`config.mk`:
```
export PLATFORM = sky130hd
export DESIGN_NAME = mrs_reg_store
export DESIGN_NICKNAME = d
export VERILOG_FILES = /design/src/hdl/mrs_pkg.sv /design/src/hdl/mrs_reg_store.sv
export SDC_FILE = /design/constraint.sdc
export NUM_CORES = 2
export LEC_CHECK = 0
export BUFFER_PORTS_ARGS = -buffer_cell sky130_fd_sc_hd__buf_4
export CORE_ASPECT_RATIO = 0.5
export CORE_MARGIN = 8
export CORE_UTILIZATION = 30
export DETAILED_ROUTE_END_ITERATION = 6
export HOLD_SLACK_MARGIN = 0.1
export SLEW_MARGIN = 20
export SYNTH_ARGS = -nofsm -noshare
export SYNTH_HDL_FRONTEND = slang
export SYNTH_SLANG_ARGS = --single-unit
```
`constraint.sdc`:
```
create_clock -name clk_i -period 17.2 [get_ports clk_i]
set_input_delay 2.58 -clock clk_i [delete_from_list [all_inputs] [get_ports clk_i]]
set_output_delay 2.58 -clock clk_i [all_outputs]
set_load 0.02 [all_outputs]
```
`src/hdl/mrs_pkg.sv`:
```
// Shared types, constants and the CRC-16 step for the Modbus RTU slave engine.
`timescale 1ns / 1ps

package mrs_pkg;

  localparam int FRAME_BYTES_DEF = 64;
  localparam int REG_COUNT_DEF   = 256;

  localparam logic [15:0] CRC_POLY = 16'hA001;
  localparam logic [15:0] CRC_INIT = 16'hFFFF;
  localparam logic [7:0]  FN_EXC_FLAG = 8'h80;

  localparam logic [7:0] FN_READ_COILS  = 8'h01;
  localparam logic [7:0] FN_READ_DISCRETE = 8'h02;
  localparam logic [7:0] FN_READ_HOLD   = 8'h03;
  localparam logic [7:0] FN_READ_INPUT  = 8'h04;
  localparam logic [7:0] FN_WRITE_COIL  = 8'h05;
  localparam logic [7:0] FN_WRITE_ONE   = 8'h06;
  localparam logic [7:0] FN_READ_STATUS = 8'h07;
  localparam logic [7:0] FN_WRITE_COILS = 8'h0F;
  localparam logic [7:0] FN_WRITE_MANY  = 8'h10;
  localparam logic [7:0] FN_LAST_FIXED  = 8'h06;

  localparam logic [7:0] EXC_NONE     = 8'h00;
  localparam logic [7:0] EXC_FUNCTION = 8'h01;
  localparam logic [7:0] EXC_ADDRESS  = 8'h02;
  localparam logic [7:0] EXC_VALUE    = 8'h03;

  localparam logic OP_BYTE = 1'b0;
  localparam logic OP_TICK = 1'b1;

  localparam logic REG_SLAVE_ADDR = 1'b0;
  localparam logic REG_TIMEOUT    = 1'b1;

  typedef struct packed {
    logic       op;
    logic [7:0] rx_byte;
  } in_t;

  typedef struct packed {
    logic [7:0] tx_byte;
    logic       last_byte;
  } out_t;

  // Fold one byte into a reflected CRC-16.
  function automatic logic [15:0] crc_byte(input logic [15:0] crc, input logic [7:0] b);
    logic [15:0] c;
    c = crc ^ {8'h00, b};
    for (int k = 0; k < 8; k++) begin
      if (c[0]) begin
        c = (c >> 1) ^ CRC_POLY;
      end else begin
        c = c >> 1;
      end
    end
    return c;
  endfunction

endpackage

```
`src/hdl/mrs_reg_store.sv`:
```
// Register store: single-port synchronous RAM with a zeroing sweep after reset.
`timescale 1ns / 1ps

module mrs_reg_store #(
  parameter int REG_COUNT = mrs_pkg::REG_COUNT_DEF,
  parameter int RW        = (REG_COUNT > 1) ? $clog2(REG_COUNT) : 1
) (
  input  logic          clk_i,
  input  logic          rst_ni,
  input  logic          we_i,
  input  logic [RW-1:0] addr_i,
  input  logic [15:0]   wdata_i,
  output logic [15:0]   rdata_o,
  output logic          busy_o
);

  localparam logic [RW-1:0] LAST_IDX = RW'(REG_COUNT - 1);

  logic [15:0]   mem [REG_COUNT];
  logic [15:0]   rdata_q;
  logic          clr_q, clr_d;
  logic [RW-1:0] cnt_q, cnt_d;

  always_comb begin
    clr_d = clr_q;
    cnt_d = cnt_q;
    if (clr_q) begin
      cnt_d = cnt_q + RW'(1);
      if (cnt_q == LAST_IDX) begin
        clr_d = 1'b0;
      end
    end
  end

  always_ff @(posedge clk_i or negedge rst_ni) begin
    if (!rst_ni) begin
      clr_q <= 1'b1;
      cnt_q <= '0;
    end else begin
      clr_q <= clr_d;
      cnt_q <= cnt_d;
    end
  end

  // Sweep zeros while clearing, else take the engine's write.
  always_ff @(posedge clk_i) begin
    if (clr_q) begin
      mem[cnt_q] <= 16'h0000;
    end else if (we_i) begin
      mem[addr_i] <= wdata_i;
    end
    rdata_q <= mem[addr_i];
  end

  assign rdata_o = rdata_q;
  assign busy_o  = clr_q;

endmodule

```
Word-level counts from Yosys, hierarchy flattened
Memories as Yosys holds them, arrays and structs flattened. A register that Yosys moved wholly into a read port is not among the register bits.
Cells that the tools add are included.
Widths: inputs -> output; s select.
Storage, ports and cells
  register bits after elaboration: 9
  memory bits (writable): 4096
  input port bits: 27
  logic and storage cells: 16
  memories kept: 1
Cells by class
  add/sub/neg operators: 1
  equality and inequality tests: 1
  muxes and demuxes: 10
  reduce and logical (&&, ||, !) cells: 1
Memory list
  mem: depth 256, bits a word 16, rd ports 1, clocked after memory_dff 1, write ports 1, line mrs_reg_store.sv:19  | logic [15:0] mem [REG_COUNT];
Operator list (number)
  $mux 16: 1
  $reduce_or 16->1: 1
  $add 8x1->8 const B: 1
  $eq 8x8->1 const B: 1
  $mux 1: 8
  $mux 8: 1

Longest topological paths before layout
  depth in word-level cells: 5
  depth in mapped cells: 13
  depth with buffers taken out: 6

Worst setup path after synthesis
No wires, ideal clock.
  path kind: input to register
  start: input we_i
  end: memory mem[0][10], data pin
  data arrival time: 6.782 ns
  required time: 16.330 ns
  path slack: 9.547 ns
  stages on the path: 5
  path buffers: 3
  cell sequence: nor2b_1 -> clkbuf_1 -> clkbuf_1 -> clkbuf_1 -> and2_1
Between the ends
  longest elaborated chain between the ends: 5
Ends and longest elaborated chain
  start, declared: line mrs_reg_store.sv:10  | input logic we_i,
  $mux 1: line mrs_reg_store.sv:49  | end else if (we_i) begin
  $mux 1: line mrs_reg_store.sv:47  | if (clr_q) begin
  $mux 1 (implied by the code): line mrs_reg_store.sv:50  | mem[addr_i] <= wdata_i;
  $reduce_or 16->1 (no source line)
  $mux 16 (no source line)
  end, declared: line mrs_reg_store.sv:19
Every way passes these cells.

==> metrics.csv <==
stage,metric,value,unit
synth,synthesized area per cell,21.74,um^2
synth,ys async rst share,0.2184,%
grt,first-pass GRT wire length,614.3,mm
placed_design,placed insts,14431,
drt,Via density,5.265,
critical_path,WS Path Type,in -> reg,
grt,GRT Total Usage,15.03,%
sta,Final period util,42.25,%
drt,Detailed Route Iter0 Violations,10222,
die,width of the die,1.050,mm
synth,simple-gate area share of the yosys netlist,1.853,%
clock_tree,post-cts gate resize count,0,
sta,Rel. slew slack,17.42,%
outcome,status,completed,
sta,Setup TNS Final,0,ns
synth,Netlist cell types,67,
die,Initial Util,30.19,%
synth,Synth Register Bits,4121,
synth,sequential area share after synthesis,77.05,%
critical_path,start of the worst register-to-register path,busy_o,
sta,Tmin final,7.267,ns
clock_tree,clock latency on the worst-skew pair,0.94,ns
placed_design,RePlAce Congestion,0.8164,
power,Switch Pwr,4.436,mW
synth,syn_nets,7402,
critical_path,CP max stage cell,buf_4,
clock_tree,CTS max path bufs,4,
sta,clock skew,0.08420,ns
drt,DRC Markers,0,
synth,combinational family with the most area after synthesis,multiplexers,
clock_tree,cts bufs inserted,402,
critical_path,startpoint types,primary input,
grt,GRT overflow,0,
die,FP Rows,189,
grt,vias in the first global route,78094,
power,sequential power share,53.8,%
critical_path,critical path peak fanout,77,
sta,Setup-failing EPs final,0,
drt,total number of vias,79861,
synth,"Cell Area, Synth",160300,um^2
grt,largest net degree at the start of global routing,189,
power,Combinational Power Share,4.9,%
sta,Least-Margin Pin Slew,1.223,ns
clock_tree,root buffer cell,clkbuf_16,
die,# IOs,44,
critical_path,crit-path most repeated cell,buf_4,
synth,adder-cell share of the synthesized area,0.007803,%
placed_design,PortBufs,43,
clock_tree,"Reg clk slew, reported paths",0.07,ns
clock_tree,H-tree depth,5,
critical_path,worst reg2reg path depth,6,
power,pwr dens,112.7,nW/um^2
layout,P&R area growth vs syn,13.90,%
critical_path,r2r endpoint,mem[106][5],
power,VDD IR max,0.08572,mV
hold_path,min-delay src,cnt_q[3],
synth,Syn. warnings,0,
critical_path,CP Data Arrival Time,8.04,ns
die,core box area,531100,um^2
drt,Pre-antenna DRT Iters,6,
critical_path,"slowest stage delay, CP",0.92,ns
synth,Yosys top cell by area,edfxtp_1,
sta,final hold violation count,0,
sta,RSZ-0062 raised after global routing,false,
critical_path,critical-path cell list,buf_16 > buf_4 > buf_4 > buf_4 > mux4_2 > mux4_2 > mux2i_1 > o22ai_1 > nor3_1 > nor4_1,
synth,post-synthesis compound-gate area fraction,3.590,%
sta,hold slack,0.5698,ns
placed_design,Placed Area,170000,um^2
grt,initial antenna violation count,32,
drt,Routed WL,438.7,mm
synth,gate count of the mapped netlist,7374,
clock_tree,hold buffers post-CTS,0,
drt,Avg WL per Cell,28.92,um
power,Clock Power Share,41.2,%
power,Leak,58.25,nW
critical_path,worst reg-to-reg setup slack,12.52,ns
layout,Fillers,49046,
sta,Max Clk Rate,137.6,MHz
critical_path,sum of buffers and inverters on the critical path,4,
synth,Synth Flop Type,edfxtp_1,
clock_tree,Setup Buffers After CTS,0,
hold_path,HP Class,reg -> reg,
power,internal power,16.14,mW
synth,mux contribution to synthesized area,15.51,%
layout,layout cells sized above 1,26.01,%
sta,fin. max-slew vios,0,
critical_path,Worst Path Required,17.98,ns
layout,layout net count,7799,
flow_run,total of max-cap violations,0,
layout,Final Cell Area,182600,um^2
critical_path,Worst Setup End Kind,register,
power,Overall Power,20.57,mW
critical_path,Crit path max-delay family,buffers and inverters,
clock_tree,TritonCTS clock tree,done,
drt,remaining antenna violation count after routing,0,
die,Die Span Y,533.0,um
power,sw frac,21.56,%
synth,main area contributors after synthesis,"edfxtp_1, mux4_2, mux2i_1",
synth,XOR/XNOR Fraction of Synth Area,0.03824,%
synth,post-synth top area share,76.71,%
synth,Post-synth EDFFs,4096,
die,Die ar.,559500,um^2
placed_design,DP HPWL,254.0,mm
clock_tree,Clock Sinks,4121,
layout,Non-Filler Instances,15168,
hold_path,Hold EP,cnt_q[3],
hold_path,worst hold stages,1,
==> routing by layer <==
layer  global-route usage (%)  share of wire, %
met5                        0             0.012
met4                    5.198               3.8
met3                    2.541               8.2
met2                    24.12                47
met1                    20.70                41
==> worst max-delay path by stage <==
stage                    from     endpoint  slack (ns)  cells after the start
finish              addr_i[0]  rdata_o[14]        9.93                     10
global route        addr_i[0]   rdata_o[2]        9.53                     10
CTS                 addr_i[0]   rdata_o[2]        9.86                     10
floorplan                we_i   mem[0][10]        9.55                      5
global placement    addr_i[0]  rdata_o[13]        8.55                     10
detailed placement  addr_i[0]   rdata_o[2]        8.86                     10
==> flip-flops by register name, summed over array words and instances, names as in the netlist <==
name / cells
cnt_q: 8
busy_o: 1
mem: 4096
rdata_o: 16
==> cells by family (layout without fill, tap and decap cells) <==
group	count (synthesis)	count (layout)
DFF	4121	4121
muxes	1392	1392
AOI/OAI and AO/OA	754	754
and+or+nand+nor	642	642
buffers and inverters	457	1169
xor gates and xnor gates	7	7
adders and majority gates	1	1
other	0	15
==> synthesized netlist by cell type (36+ instances only) <==
library cell  number
buf_6             38
mux2_2           112
clkbuf_1         181
buf_12            36
a21oi_1          116
o22ai_1          132
nor2_1           306
a221oi_1         101
mux2i_1          416
nor4_1            38
o221ai_1         144
buf_2             93
nand2_1           70
mux4_2           843
buf_4             48
nor3_1            75
o21ai_0           47
edfxtp_1        4096
==> placed cells by master, fill, tap and decap left out, drive strengths merged, types with 26 or more instances in the layout <==
cell       n
nor2     306
a22o      27
a21oi    116
bufinv    26
o22ai    132
clkinv   185
mux2i    416
o221ai   161
nand3     34
a22oi     29
edfxtp  4096
clkbuf   484
nor3      75
mux4     856
a221oi   101
nor4      38
buf      446
mux2     120
nand2     70
o21ai     53
o32ai     26
==> power by group through the flow <==
stage                     Clock [mW]  Sequential (mW)  Combinational, mW
after floorplan                    0             11.3              0.615
after global placement             0             11.3               1.00
after detailed placement           0             11.3               1.02
after CTS                       8.60             11.1               1.02
after global routing            8.96             11.1               1.06
final                           8.48             11.1               1.02
==> area by class of cell <==
| type | instances | area (um^2) | area share (%) |
|---|---|---|---|
| Timing Repair Buffer | 446 | 3655 | 2.001 |
| Clock buffer | 484 | 10570 | 5.786 |
| Tap cell | 7067 | 8842 | 4.842 |
| Clock inverter | 235 | 1876 | 1.027 |
| Inverter | 4 | 27.53 | 0.01507 |
| Sequential cell | 4121 | 123500 | 67.65 |
| Multi-Input combinational cell | 2796 | 34080 | 18.66 |
| Antenna cell | 15 | 37.54 | 0.02055 |
==> worst register-to-register path: stages, from the launching register on <==
cell and delay [ns]:
dfstp_2 0.70, nand2b_1 0.77, nand3b_1 0.14, o21ai_1 0.61
nand2_1 0.94, nor2_1 0.79, buf_4 0.36
==> metrics by stage <==
stage	setup WS (ns)	utilization (%)
floorplan	9.548	-
global placement	8.546	31.99
detailed placement	8.863	32.01
CTS	9.857	34.36
global route	9.528	34.38
finish	9.933	34.38
Note: power is estimated with default switching activity, not from simulation.
